**src/hw/rtl/tym_pkg.sv**
```systemverilog
// ---------------------------------------------------------------------------
// tym_pkg: shared types and constants for the two-thruster yaw mixer
// Holds command codes, register indexes, pulse limits and the interface
// struct between the mixer and its serial gain divider.
// ---------------------------------------------------------------------------
`default_nettype none

package tym_pkg;

  // Command codes carried in the action field.
  localparam logic [3:0] ACT_ALL       = 4'd0;
  localparam logic [3:0] ACT_PORT      = 4'd1;
  localparam logic [3:0] ACT_VERTICAL  = 4'd2;
  localparam logic [3:0] ACT_STARBOARD = 4'd3;
  localparam logic [3:0] ACT_THROTTLE  = 4'd4;
  localparam logic [3:0] ACT_YAW       = 4'd5;
  localparam logic [3:0] ACT_LIFT      = 4'd6;
  localparam logic [3:0] ACT_STOP      = 4'd7;
  localparam logic [3:0] ACT_TICK      = 4'd8;

  // Configuration register indexes.
  localparam int unsigned CFG_IDX_W    = 2;
  localparam logic [CFG_IDX_W-1:0] CFG_FWD_GAIN = 2'd0;
  localparam logic [CFG_IDX_W-1:0] CFG_REV_GAIN = 2'd1;

  localparam logic [7:0] GAIN_RESET = 8'd100;
  localparam logic [7:0] GAIN_LO    = 8'd50;
  localparam logic [7:0] GAIN_HI    = 8'd200;

  // Mixing arithmetic is done on 14-bit signed values.
  localparam logic signed [13:0] MIX_MID   = 14'sd1500;
  localparam logic signed [13:0] PULSE_MIN = 14'sd1000;
  localparam logic signed [13:0] PULSE_MAX = 14'sd2000;
  localparam logic signed [13:0] LIFT_STEP = 14'sd5;

  // Window for direct pulse commands (exclusive bounds).
  localparam logic signed [11:0] PULSE_WIN_LO = 12'sd999;
  localparam logic signed [11:0] PULSE_WIN_HI = 12'sd2001;
  localparam logic signed [11:0] PCT_MAX      = 12'sd100;
  localparam logic signed [11:0] PCT_MIN      = -12'sd100;

  localparam logic [15:0] THROTTLE_SPAN = 16'd500;

  // Divide by five as multiply by 205 and shift by 10, exact for 0..1023.
  localparam logic [17:0] DIV5_RECIP = 18'd205;
  localparam logic [11:0] FWD_ORIGIN = 12'd1000;
  localparam logic [8:0]  FWD_OFFSET = 9'd100;

  // Serial divider geometry.
  localparam int unsigned DIV_NUM_W = 16;
  localparam int unsigned DIV_DEN_W = 8;

  typedef struct packed {
    logic                 done;
    logic [DIV_NUM_W-1:0] quot;
    logic [DIV_DEN_W-1:0] rem;
  } tym_div_res_t;

  typedef enum logic [1:0] {
    S_IDLE,
    S_DIV,
    S_EMIT
  } tym_state_t;

  function automatic logic pulse_ok(input logic signed [11:0] v);
    return (v > PULSE_WIN_LO) && (v < PULSE_WIN_HI);
  endfunction

  function automatic logic pct_ok(input logic signed [11:0] v);
    return (v >= PCT_MIN) && (v <= PCT_MAX);
  endfunction

endpackage

`default_nettype wire

```
**src/hw/rtl/tym_div.sv**
```systemverilog
// ---------------------------------------------------------------------------
// tym_div: bit-serial restoring divider
// Divides an unsigned numerator by an unsigned divisor, one quotient bit per
// cycle, and pulses done when quotient and remainder are ready.
// ---------------------------------------------------------------------------
`default_nettype none

module tym_div
  import tym_pkg::*;
(
  input  wire logic                 clk,
  input  wire logic                 rst_n,
  input  wire logic                 start,
  input  wire logic [DIV_NUM_W-1:0] num,
  input  wire logic [DIV_DEN_W-1:0] den,
  output tym_div_res_t              res
);

  localparam int unsigned CNT_W = $clog2(DIV_NUM_W);

  logic                 busy_r;
  logic                 done_r;
  logic [CNT_W-1:0]     cnt_r;
  logic [DIV_NUM_W-1:0] num_r;
  logic [DIV_DEN_W-1:0] den_r;
  logic [DIV_DEN_W-1:0] rem_r;

  logic [DIV_DEN_W:0]   rem_sh;
  logic [DIV_DEN_W:0]   rem_dif;
  logic                 ge;
  logic                 last;

  always_comb begin
    rem_sh  = {rem_r, num_r[DIV_NUM_W-1]};
    rem_dif = rem_sh - {1'b0, den_r};
    ge      = rem_sh >= {1'b0, den_r};
    last    = busy_r && (cnt_r == CNT_W'(DIV_NUM_W - 1));
  end

  always_ff @(posedge clk) begin
    if (!rst_n) begin
      busy_r <= 1'b0;
      done_r <= 1'b0;
      cnt_r  <= '0;
    end else begin
      done_r <= last;
      if (start) begin
        busy_r <= 1'b1;
        cnt_r  <= '0;
      end else if (busy_r) begin
        cnt_r <= cnt_r + 1'b1;
        if (last) begin
          busy_r <= 1'b0;
        end
      end
    end
  end

  // The numerator register shifts out dividend bits and takes in quotient bits.
  always_ff @(posedge clk) begin
    if (start) begin
      num_r <= num;
      den_r <= den;
      rem_r <= '0;
    end else if (busy_r) begin
      num_r <= {num_r[DIV_NUM_W-2:0], ge};
      rem_r <= ge ? rem_dif[DIV_DEN_W-1:0] : rem_sh[DIV_DEN_W-1:0];
    end
  end

  assign res.done = done_r;
  assign res.quot = num_r;
  assign res.rem  = rem_r;

endmodule

`default_nettype wire

```
**src/hw/rtl/two_thruster_yaw_mixer.sv**
```systemverilog
// ---------------------------------------------------------------------------
// two_thruster_yaw_mixer: differential thrust mixer for three thrusters
// Takes pulse and percent commands, mixes throttle and yaw into the port and
// starboard pair, and reports the applied pulses once per command.
// ---------------------------------------------------------------------------
// Every accepted command yields exactly one result transaction. Throttle and
// yaw commands run the gain division on a bit-serial divider that retires one
// quotient bit per cycle over 16 bits; every other command skips the divider.
// One command is in flight at a time and in_tready is high whenever the mixer
// is idle, even if the previous result still sits in the output register.
// Gains are to be written through the cfg port only while no command is in
// flight; the mixer itself does not enforce this. Values outside 50..200 act
// as the nearest bound.
`default_nettype none

module two_thruster_yaw_mixer
  import tym_pkg::*;
#(
  parameter int unsigned NEUTRAL_US = 1500
) (
  input  wire logic                 clk,
  input  wire logic                 rst_n,
  // Fields from bit 0: action[3:0], value_a[15:4], value_b[27:16],
  // value_c[39:28].
  input  wire logic [39:0]          in_tdata,
  input  wire logic                 in_tvalid,
  output logic                      in_tready,
  // Fields from bit 0: port_pulse[11:0], vertical_pulse[23:12],
  // starboard_pulse[35:24], motors_active[36], outputs_updated[37],
  // forward_thrust_pct[46:38], zero pad[47].
  output logic [47:0]               out_tdata,
  output logic                      out_tvalid,
  input  wire logic                 out_tready,
  input  wire logic                 cfg_valid,
  output logic                      cfg_ready,
  input  wire logic [CFG_IDX_W-1:0] cfg_index,
  input  wire logic [7:0]           cfg_data
);

  localparam logic [11:0] NEUTRAL = 12'(NEUTRAL_US);

  // Input fields.
  logic [3:0]         in_action;
  logic signed [11:0] in_a;
  logic signed [11:0] in_b;
  logic signed [11:0] in_c;

  assign in_action = in_tdata[3:0];
  assign in_a      = in_tdata[15:4];
  assign in_b      = in_tdata[27:16];
  assign in_c      = in_tdata[39:28];

  tym_state_t         state_r, state_nxt;
  logic [7:0]         fwd_gain_r;
  logic [7:0]         rev_gain_r;
  logic [3:0]         act_r;
  logic signed [11:0] a_r, b_r, c_r;
  logic signed [7:0]  throttle_r;
  logic signed [7:0]  yaw_r;
  logic [2:0][11:0]   tgt_r, tgt_nxt;
  logic [2:0][11:0]   app_r, app_nxt;
  logic               active_r, active_nxt;

  logic               out_valid_r;
  logic [11:0]        out_port_r, out_vert_r, out_stbd_r;
  logic               out_active_r, out_upd_r;

  logic               in_fire;
  logic               emit_ok;
  logic               load_out;
  logic               upd;

  assign in_tready = (state_r == S_IDLE);
  assign in_fire   = in_tvalid && in_tready;
  assign emit_ok   = !out_valid_r || out_tready;
  assign cfg_ready = 1'b1;

  // ---------------- divider launch ----------------
  logic                 div_start;
  logic signed [7:0]    t_new;
  logic [7:0]           t_abs;
  logic [7:0]           gain_raw;
  logic [7:0]           gain_sat;
  logic [DIV_NUM_W-1:0] div_num;
  tym_div_res_t         div_res;

  always_comb begin
    div_start = in_fire && ((in_action == ACT_THROTTLE) || (in_action == ACT_YAW));
    t_new     = ((in_action == ACT_THROTTLE) && pct_ok(in_a)) ? in_a[7:0] : throttle_r;
    t_abs     = t_new[7] ? 8'(-t_new) : 8'(t_new);
    gain_raw  = t_new[7] ? rev_gain_r : fwd_gain_r;
    if (gain_raw < GAIN_LO) begin
      gain_sat = GAIN_LO;
    end else if (gain_raw > GAIN_HI) begin
      gain_sat = GAIN_HI;
    end else begin
      gain_sat = gain_raw;
    end
    div_num = DIV_NUM_W'(t_abs) * THROTTLE_SPAN;
  end

  tym_div u_div (
    .clk   (clk),
    .rst_n (rst_n),
    .start (div_start),
    .num   (div_num),
    .den   (gain_sat),
    .res   (div_res)
  );

  // ---------------- remix arithmetic ----------------
  logic               thr_neg;
  logic [13:0]        q_ext;
  logic signed [13:0] base;
  logic [7:0]         yaw_abs;
  logic [8:0]         yaw_x5;
  logic signed [13:0] turn_mag;
  logic signed [13:0] turn;
  logic signed [13:0] off;
  logic signed [13:0] port_v;
  logic signed [13:0] stbd_v;
  logic signed [13:0] lift_v;

  always_comb begin
    thr_neg = throttle_r[7];
    // Floor division: a negative quotient with a remainder steps down by one.
    q_ext   = 14'(div_res.quot[10:0]) + 14'(thr_neg && (|div_res.rem));
    base    = thr_neg ? (MIX_MID - $signed(q_ext)) : (MIX_MID + $signed(q_ext));
    yaw_abs = yaw_r[7] ? 8'(-yaw_r) : 8'(yaw_r);
    yaw_x5  = 9'(yaw_abs) * 9'd5;
    turn_mag = $signed(14'(yaw_x5[8:1]));
    turn     = yaw_r[7] ? -turn_mag : turn_mag;
    if (!thr_neg) begin
      off = turn_mag + base - PULSE_MAX;
      if (off < 0) begin
        off = '0;
      end
      port_v = base + turn - off;
      stbd_v = base - turn - off;
    end else begin
      off = PULSE_MIN - (base - turn_mag);
      if (off < 0) begin
        off = '0;
      end
      port_v = base + turn + off;
      stbd_v = base - turn + off;
    end
    lift_v = MIX_MID + $signed({{2{a_r[11]}}, a_r}) * LIFT_STEP;
  end

  // ---------------- control ----------------
  always_comb begin
    state_nxt  = state_r;
    tgt_nxt    = tgt_r;
    app_nxt    = app_r;
    active_nxt = active_r;
    upd        = 1'b0;
    load_out   = 1'b0;
    case (state_r)
      S_IDLE: begin
        if (in_fire) begin
          state_nxt = div_start ? S_DIV : S_EMIT;
        end
      end
      S_DIV: begin
        if (div_res.done) begin
          state_nxt = S_EMIT;
        end
      end
      S_EMIT: begin
        if (emit_ok) begin
          load_out  = 1'b1;
          state_nxt = S_IDLE;
          case (act_r)
            ACT_ALL: begin
              if (pulse_ok(a_r) && pulse_ok(b_r) && pulse_ok(c_r)) begin
                tgt_nxt[0] = a_r;
                tgt_nxt[1] = b_r;
                tgt_nxt[2] = c_r;
              end
            end
            ACT_PORT: begin
              if (pulse_ok(a_r)) tgt_nxt[0] = a_r;
            end
            ACT_VERTICAL: begin
              if (pulse_ok(a_r)) tgt_nxt[1] = a_r;
            end
            ACT_STARBOARD: begin
              if (pulse_ok(a_r)) tgt_nxt[2] = a_r;
            end
            ACT_THROTTLE, ACT_YAW: begin
              tgt_nxt[0] = port_v[11:0];
              tgt_nxt[2] = stbd_v[11:0];
            end
            ACT_LIFT: begin
              if (pct_ok(a_r)) tgt_nxt[1] = lift_v[11:0];
            end
            ACT_STOP: begin
              tgt_nxt = {3{NEUTRAL}};
            end
            ACT_TICK: begin
              if (tgt_r != app_r) begin
                app_nxt    = tgt_r;
                active_nxt = (tgt_r[0] != NEUTRAL) || (tgt_r[1] != NEUTRAL) ||
                             (tgt_r[2] != NEUTRAL);
                upd        = 1'b1;
              end
            end
            default: begin
            end
          endcase
        end
      end
      default: begin
        state_nxt = S_IDLE;
      end
    endcase
  end

  always_ff @(posedge clk) begin
    if (!rst_n) begin
      state_r     <= S_IDLE;
      fwd_gain_r  <= GAIN_RESET;
      rev_gain_r  <= GAIN_RESET;
      throttle_r  <= '0;
      yaw_r       <= '0;
      tgt_r       <= {3{NEUTRAL}};
      app_r       <= {3{NEUTRAL}};
      active_r    <= 1'b0;
      out_valid_r <= 1'b0;
    end else begin
      state_r  <= state_nxt;
      tgt_r    <= tgt_nxt;
      app_r    <= app_nxt;
      active_r <= active_nxt;
      if (cfg_valid && cfg_ready) begin
        case (cfg_index)
          CFG_FWD_GAIN: fwd_gain_r <= cfg_data;
          CFG_REV_GAIN: rev_gain_r <= cfg_data;
          default: begin
          end
        endcase
      end
      // Percents are stored at acceptance so the remix arithmetic sees the new value.
      if (in_fire && pct_ok(in_a)) begin
        if (in_action == ACT_THROTTLE) throttle_r <= in_a[7:0];
        if (in_action == ACT_YAW)      yaw_r      <= in_a[7:0];
      end
      if (load_out) begin
        out_valid_r <= 1'b1;
      end else if (out_tready) begin
        out_valid_r <= 1'b0;
      end
    end
  end

  always_ff @(posedge clk) begin
    if (in_fire) begin
      act_r <= in_action;
      a_r   <= in_a;
      b_r   <= in_b;
      c_r   <= in_c;
    end
    if (load_out) begin
      out_port_r   <= app_nxt[0];
      out_vert_r   <= app_nxt[1];
      out_stbd_r   <= app_nxt[2];
      out_active_r <= active_nxt;
      out_upd_r    <= upd;
    end
  end

  // ---------------- forward thrust ----------------
  // Applied pulses stay in 1000..2000, so the mean offset fits ten bits.
  logic [12:0] pair_sum;
  logic [11:0] mean;
  logic [11:0] mean_off;
  logic [17:0] fwd_prod;
  logic [8:0]  fwd_pct;

  always_comb begin
    pair_sum = {1'b0, out_port_r} + {1'b0, out_stbd_r};
    mean     = pair_sum[12:1];
    mean_off = mean - FWD_ORIGIN;
    fwd_prod = 18'(mean_off[9:0]) * DIV5_RECIP;
    fwd_pct  = {1'b0, fwd_prod[17:10]} - FWD_OFFSET;
  end

  assign out_tvalid = out_valid_r;
  assign out_tdata  = {1'b0, fwd_pct, out_upd_r, out_active_r,
                       out_stbd_r, out_vert_r, out_port_r};

endmodule

`default_nettype wire

```
**config.mk**
```make
export PLATFORM = sky130hd
export DESIGN_NAME = two_thruster_yaw_mixer
export DESIGN_NICKNAME = d
export VERILOG_FILES = /design/src/hw/rtl/tym_pkg.sv /design/src/hw/rtl/tym_div.sv /design/src/hw/rtl/two_thruster_yaw_mixer.sv
export SDC_FILE = /design/constraint.sdc
export NUM_CORES = 1
export LEC_CHECK = 0
export ABC_AREA = 0
export CELL_PAD_IN_SITES_DETAIL_PLACEMENT = 1
export CELL_PAD_IN_SITES_GLOBAL_PLACEMENT = 2
export CORE_ASPECT_RATIO = 1.75
export CORE_MARGIN = 2
export CORE_UTILIZATION = 40
export DETAILED_ROUTE_END_ITERATION = 6
export DONT_BUFFER_PORTS = 1
export PLACE_DENSITY_LB_ADDON = 0.1
export SYNTH_ARGS = -nofsm -noshare
export SYNTH_HDL_FRONTEND = slang
export SYNTH_HIERARCHICAL = 1
export SYNTH_SLANG_ARGS = --single-unit
```
**constraint.sdc**
```tcl
create_clock -name clk -period 16.6 [get_ports clk]
set_input_delay 1.66 -clock clk [delete_from_list [all_inputs] [get_ports clk]]
set_output_delay 1.66 -clock clk [all_outputs]
set_load 0.1 [all_outputs]
```
Yosys cells after proc, flatten, opt, wreduce, memory -nomap -nowiden

Cells that the tools add are included.

Register bits after elaboration: 224
Bits of input ports: 55
Output and inout port bits: 51
Word-level logic and storage cells: 180

Add/sub/neg operators: 22
Multipliers: 4
Order comparisons: 15
Equal/unequal tests: 26
Multiplexer cells: 43
Bitwise operators: 1
Reductions and logical operators: 39

Operators by type and width:

| kind                                                                | count |
|---|---|
| two-way mux 36 bit                                                  | 5 |
| one-hot mux 12 bit (4 select lines)                                 | 3 |
| two-way mux 12 bit                                                  | 9 |
| two-way mux 8 bit                                                   | 6 |
| adder 12 bit                                                        | 3 |
| > comparator 12 x 11 -> 1 bit (second input constant)               | 3 |
| < comparator 12 bit (second input constant)                         | 3 |
| inequality test 12 x 11 -> 1 bit (second input constant)            | 3 |
| inequality test 36 bit                                              | 1 |
| subtractor 12 bit                                                   | 3 |
| two-way mux 16 bit                                                  | 2 |
| < comparator 14 x 1 -> 1 bit (second input constant)                | 2 |
| equality test 4 x 3 -> 1 bit (second input constant)                | 6 |
| greater-or-equal comparator 12 x 8 -> 1 bit (second input constant) | 2 |
| less-or-equal comparator 12 x 8 -> 1 bit (second input constant)    | 2 |
| multiplier 10 x 8 -> 18 bit (second input constant)                 | 1 |
| negation 8 bit                                                      | 2 |
| adder 9 x 14 -> 14 bit                                              | 1 |
| multiplier 8 x 7 -> 14 bit (second input constant)                  | 1 |
| two-way mux 14 bit                                                  | 1 |
| subtractor 11 x 14 -> 14 bit (first input constant)                 | 1 |
| subtractor 14 x 12 -> 14 bit (second input constant)                | 1 |
| subtractor 14 x 9 -> 14 bit                                         | 1 |
| adder 11 x 12 -> 13 bit (first input constant)                      | 1 |
| 38 further kinds                                                    | 87 |

Longest topological paths before layout

Word-level depth: 13
Mapped depth: 39
Gate-level depth less buffers: 36

By module

The synthesis kept the hierarchy.

Modules (own cells, without submodules):

| module                 | times used | cells an instance | area each (um^2) | seq. area each (um^2) |
|---|---|---|---|---|
| two_thruster_yaw_mixer | 1          | 1824              | 16935.0          | 4504.3 |
| tym_div                | 1          | 176               | 1978.1           | 1001.0 |

Worst setup path before layout

No wires, ideal clock.

Path type: reg-to-output
From: register out_stbd_r[1]
To: output out_tdata[46]
Arrival: 9860 ps
Required time: 14940 ps
Setup slack: 5080 ps
Cell stages (with the launch flop): 28
Path buffers: 0
Cell sequence: edfxtp_1 ha_1 a31o_2 a21oi_1 nor2b_1 o21a_1 o21ai_0 nand2b_1 a21oi_1 xnor2_1 nand2_1 or2_2 xnor2_1 ha_1 fa_1 fa_1 fa_1 ha_1 or2_2 a21oi_1 a31oi_1 xnor2_1 ha_1 nor2_1 nor2_1 a2111o_1 o22ai_1 a21oi_1

Word-level cells in the longest chain between the ends: 4

Ends and longest elaborated chain:

| what                        | line                          | text |
|---|---|---|
| start: declaration          | two_thruster_yaw_mixer.sv:65  | `logic [11:0] out_port_r, out_vert_r, out_stbd_r;` |
| start signal: assignment    | two_thruster_yaw_mixer.sv:267 | `out_stbd_r <= app_nxt[2];` |
| adder 11 bit                | two_thruster_yaw_mixer.sv:282 | `pair_sum = {1'b0, out_port_r} + {1'b0, out_stbd_r};` |
| subtractor 10 bit           | two_thruster_yaw_mixer.sv:284 | `mean_off = mean - FWD_ORIGIN;` |
| multiplier 10 x 8 -> 18 bit | two_thruster_yaw_mixer.sv:285 | `fwd_prod = 18'(mean_off[9:0]) * DIV5_RECIP;` |
| subtractor 8 x 7 -> 9 bit   | two_thruster_yaw_mixer.sv:286 | `fwd_pct = {1'b0, fwd_prod[17:10]} - FWD_OFFSET;` |
| end: declaration            | two_thruster_yaw_mixer.sv:31  | `output logic [47:0] out_tdata,` |

No other way between the ends.

Final worst setup path

Ends and elaborated chain as after synthesis.

==> impl_metrics.toml <==
[route]
dr.pass1.iters = 4
drc = 0
drt-initial-drc-count = 390
drt_wl_total_mm = 55.45
postRouteAntennaNets = 0
post_drt_via_cell_ratio = 5.575
wire_per_inst_um = 21.40
vias = 14446

[finish]
synthToLayoutAreaGrowth_pct = 7.813
fin_util_pct = 43.60
nets = 2318
fillers = 5338
multi_input_area_um2 = 12510
drive_gt1_share_pct = 10.26
layout.area.seq_um2 = 5505

[sta]
setup_viol = 0
slew-limit-headroom_pct = 19.90
slew_violations = 0
hold_viol = 0
setup_tns_ns = 0
tightest_slew_ns = 1.202
period_minus_slack_ns = 11.25
rsz0062_at_grt = "false"
maxClockFrequency_ghz = 0.08888
fin_skew_ns = 0.01067
timing.final.crit_share_pct = 67.78

[synthesis]
postSynthCellCount = 2000
synth_edf_count = 102
yosysUniqueCellTypes = 106
synthFlopType = "dfxtp_1"
yosysMostFrequentCell = "ha_1"
synth_area_per_cell_um2 = 9.457
yosysTopAreaCell = "edfxtp_1"
ys_ff_latch = 224
syn_area_um2 = 18910
yosysSeqAreaShare_pct = 29.11
yosys_warnings = 6
yosys.area.top_type_share_pct = 16.19
synthTopCellsByArea = "edfxtp_1, ha_1, dfxtp_1, fa_1, xnor2_1"
synthArstFlopShare_pct = 0
synth_commonest_cells = "ha_1, inv_1, nor2_1"

[clock_tree]
post_cts_resized = 0
insertion_delay_ns = 0.55
cts.htree.levels = 1
cts_root_buf = "clkbuf_16"
cts_setup_buffers = 0
ctsHoldBuffers = 0
cts_tree = "built"
cts_buffers = 24
clk_pin_slew_ns = 0.06
cts.sinks = 224
clk_path_buf_depth = 3

[power_and_ir_drop]
power_density_nw_per_um2 = 129.6
peakVddDrop_uv = 305.6
leakagePower_uw = 0.008842
power_uw = 2642

[floorplanning]
die_x_um = 168.4
die_y_um = 291.7
core-area_um2 = 46770
dieArea_um2 = 49110
ios = 106
rows = 105
initial_utilization_pct = 40.44

[worst_setup_path]
endpoint_kind = "output pin"
r2r_cells = 35
setup.worst_path.start = "out_stbd_r[1]"
cp.required_ns = 14.94
cp.arrival_ns = 9.59
path_class = "reg2out"
cp_max_fo = 5
r2r-start = "throttle_r[7]"
start_kind = "flip-flop"

[place]
dp.final_hpwl_mm = 45.60
gp_congestion = 0.8800
portBuffers = 0

[global_routing]
grt_max_degree = 50
overflow = 0
grt_pass1_vias = 15895
gr-usage-all-layers_pct = 22.55
antenna_found_initial = 9
grt_pass1_wl_mm = 86.90

[hold_path]
hold_class = "reg2reg"
hold_path_depth = 2
hp-start = "u_div/cnt_r[3]"

[job]
maxCapViolations = 0

[status]
outcome = "finished clean"
## sequential cells by signal, indices dropped and copies added (netlist names)
name and cells:
state_r 2, a_r 12, act_r 4, u_div/den_r 8
u_div/busy_r 1, out_upd_r 1, out_active_r 1, throttle_r 8
app_r 36, c_r 12, out_tvalid 1, out_stbd_r 12
u_div/rem_r 8, u_div/done_r 1, out_port_r 12, b_r 12
rev_gain_r 8, active_r 1, u_div/num_r 16, out_vert_r 12
fwd_gain_r 8, u_div/cnt_r 4, tgt_r 36, yaw_r 8
## worst max-delay path, stage by stage (launching register included)
cell	delay, ns
edfxtp_1	1.01
ha_1	0.39
a31o_2	0.24
a21oi_1	0.35
nor2b_1	0.11
o21a_1	0.20
o21ai_0	0.15
nand2b_1	0.07
a21oi_1	0.26
xnor2_1	0.25
nand2_1	0.12
or2_2	0.30
xnor2_1	0.45
ha_1	0.36
fa_1	0.56
fa_1	0.46
fa_1	0.49
ha_1	0.36
or2_2	0.29
a21oi_1	0.15
a31oi_1	0.13
a31oi_1	0.51
nand2b_1	0.25
o2bb2ai_1	0.23
xor2_1	0.31
o22ai_1	0.14
a21oi_2	0.90
## cell usage in the layout, fill, tap and decap left out, types with 12 or more instances in the layout
cell type	instances
o21bai_1	29
inv_1	184
o31ai_1	16
nor3_1	28
o211ai_1	13
xor2_1	54
o21a_1	12
nand2b_1	22
buf_4	16
o21ai_0	48
a21o_1	29
mux2i_1	62
ha_1	228
nand2_1	103
a21oi_1	103
and2_1	29
fa_1	55
clkbuf_16	24
o22ai_1	13
dfxtp_1	122
a211oi_1	16
nor2b_1	29
or2_2	32
nand4_1	20
mux2_2	54
nor2_1	154
a31oi_1	20
xnor2_1	118
edfxtp_1	102
nand3_1	31
## worst paths after layout
path / to / slack (ns)
setup / recovery: out_tdata[46] / 5.35
hold / removal: u_div/done_r / 0.48
setup reg to reg: tgt_r[9] / 7.16
hold reg to reg: u_div/done_r / 0.48
## routing by layer
layer	vias to the layer above	routed length [µm]	GRT usage, %
li1	7013	-	-
met1	7104	19340	21.60
met2	217	31740	46.37
met3	104	1822	3.429
met4	8	2486	9.357
met5	-	64	0
## per-stage QoR
stage                     cell area (µm²)  setup WS [ns]  std cells  hold WS (ns)
after CTS                           20380          5.272       2586        0.4828
final                               20390          5.349       2591        0.4810
after floorplan                     18920          5.080       2002        0.4413
after global placement              19580          6.135       2542        0.4532
after detailed placement            19580          5.947       2542        0.4633
after global routing                20380          4.769       2587        0.5214
## final cells by class
type | count | share of cell area, %
diodes | 5 | 0.06136
flip-flops and latches | 224 | 27.00
clock inverters | 18 | 0.9450
multi-input cells | 1526 | 61.35
clock buffers | 26 | 2.982
repair buffers | 16 | 0.5891
inverters | 188 | 3.461
well taps | 588 | 3.608
## cells by family (layout without fill, tap and decap cells)
group / count (synthesis) / after routing / synth area share, %
AO/OA/AOI/OAI: 403 / 403 / 14.79
buffers and inverters: 252 / 248 / 5.292
multiplexers: 118 / 118 / 6.649
other: 2 / 9 / 0.03971
AND/OR/NAND/NOR: 533 / 533 / 14.45
adder cells (fa/ha/maj): 286 / 286 / 21.07
XOR/XNOR: 182 / 182 / 8.607
flip-flops: 224 / 224 / 29.11
## power by group
part	switching [µW]	total [µW]	internal (µW)
Sequential	47.1	650	603
Combinational	1030	1430	402
Clock	242	557	315
No activity file was read; power rests on OpenSTA's default activity.
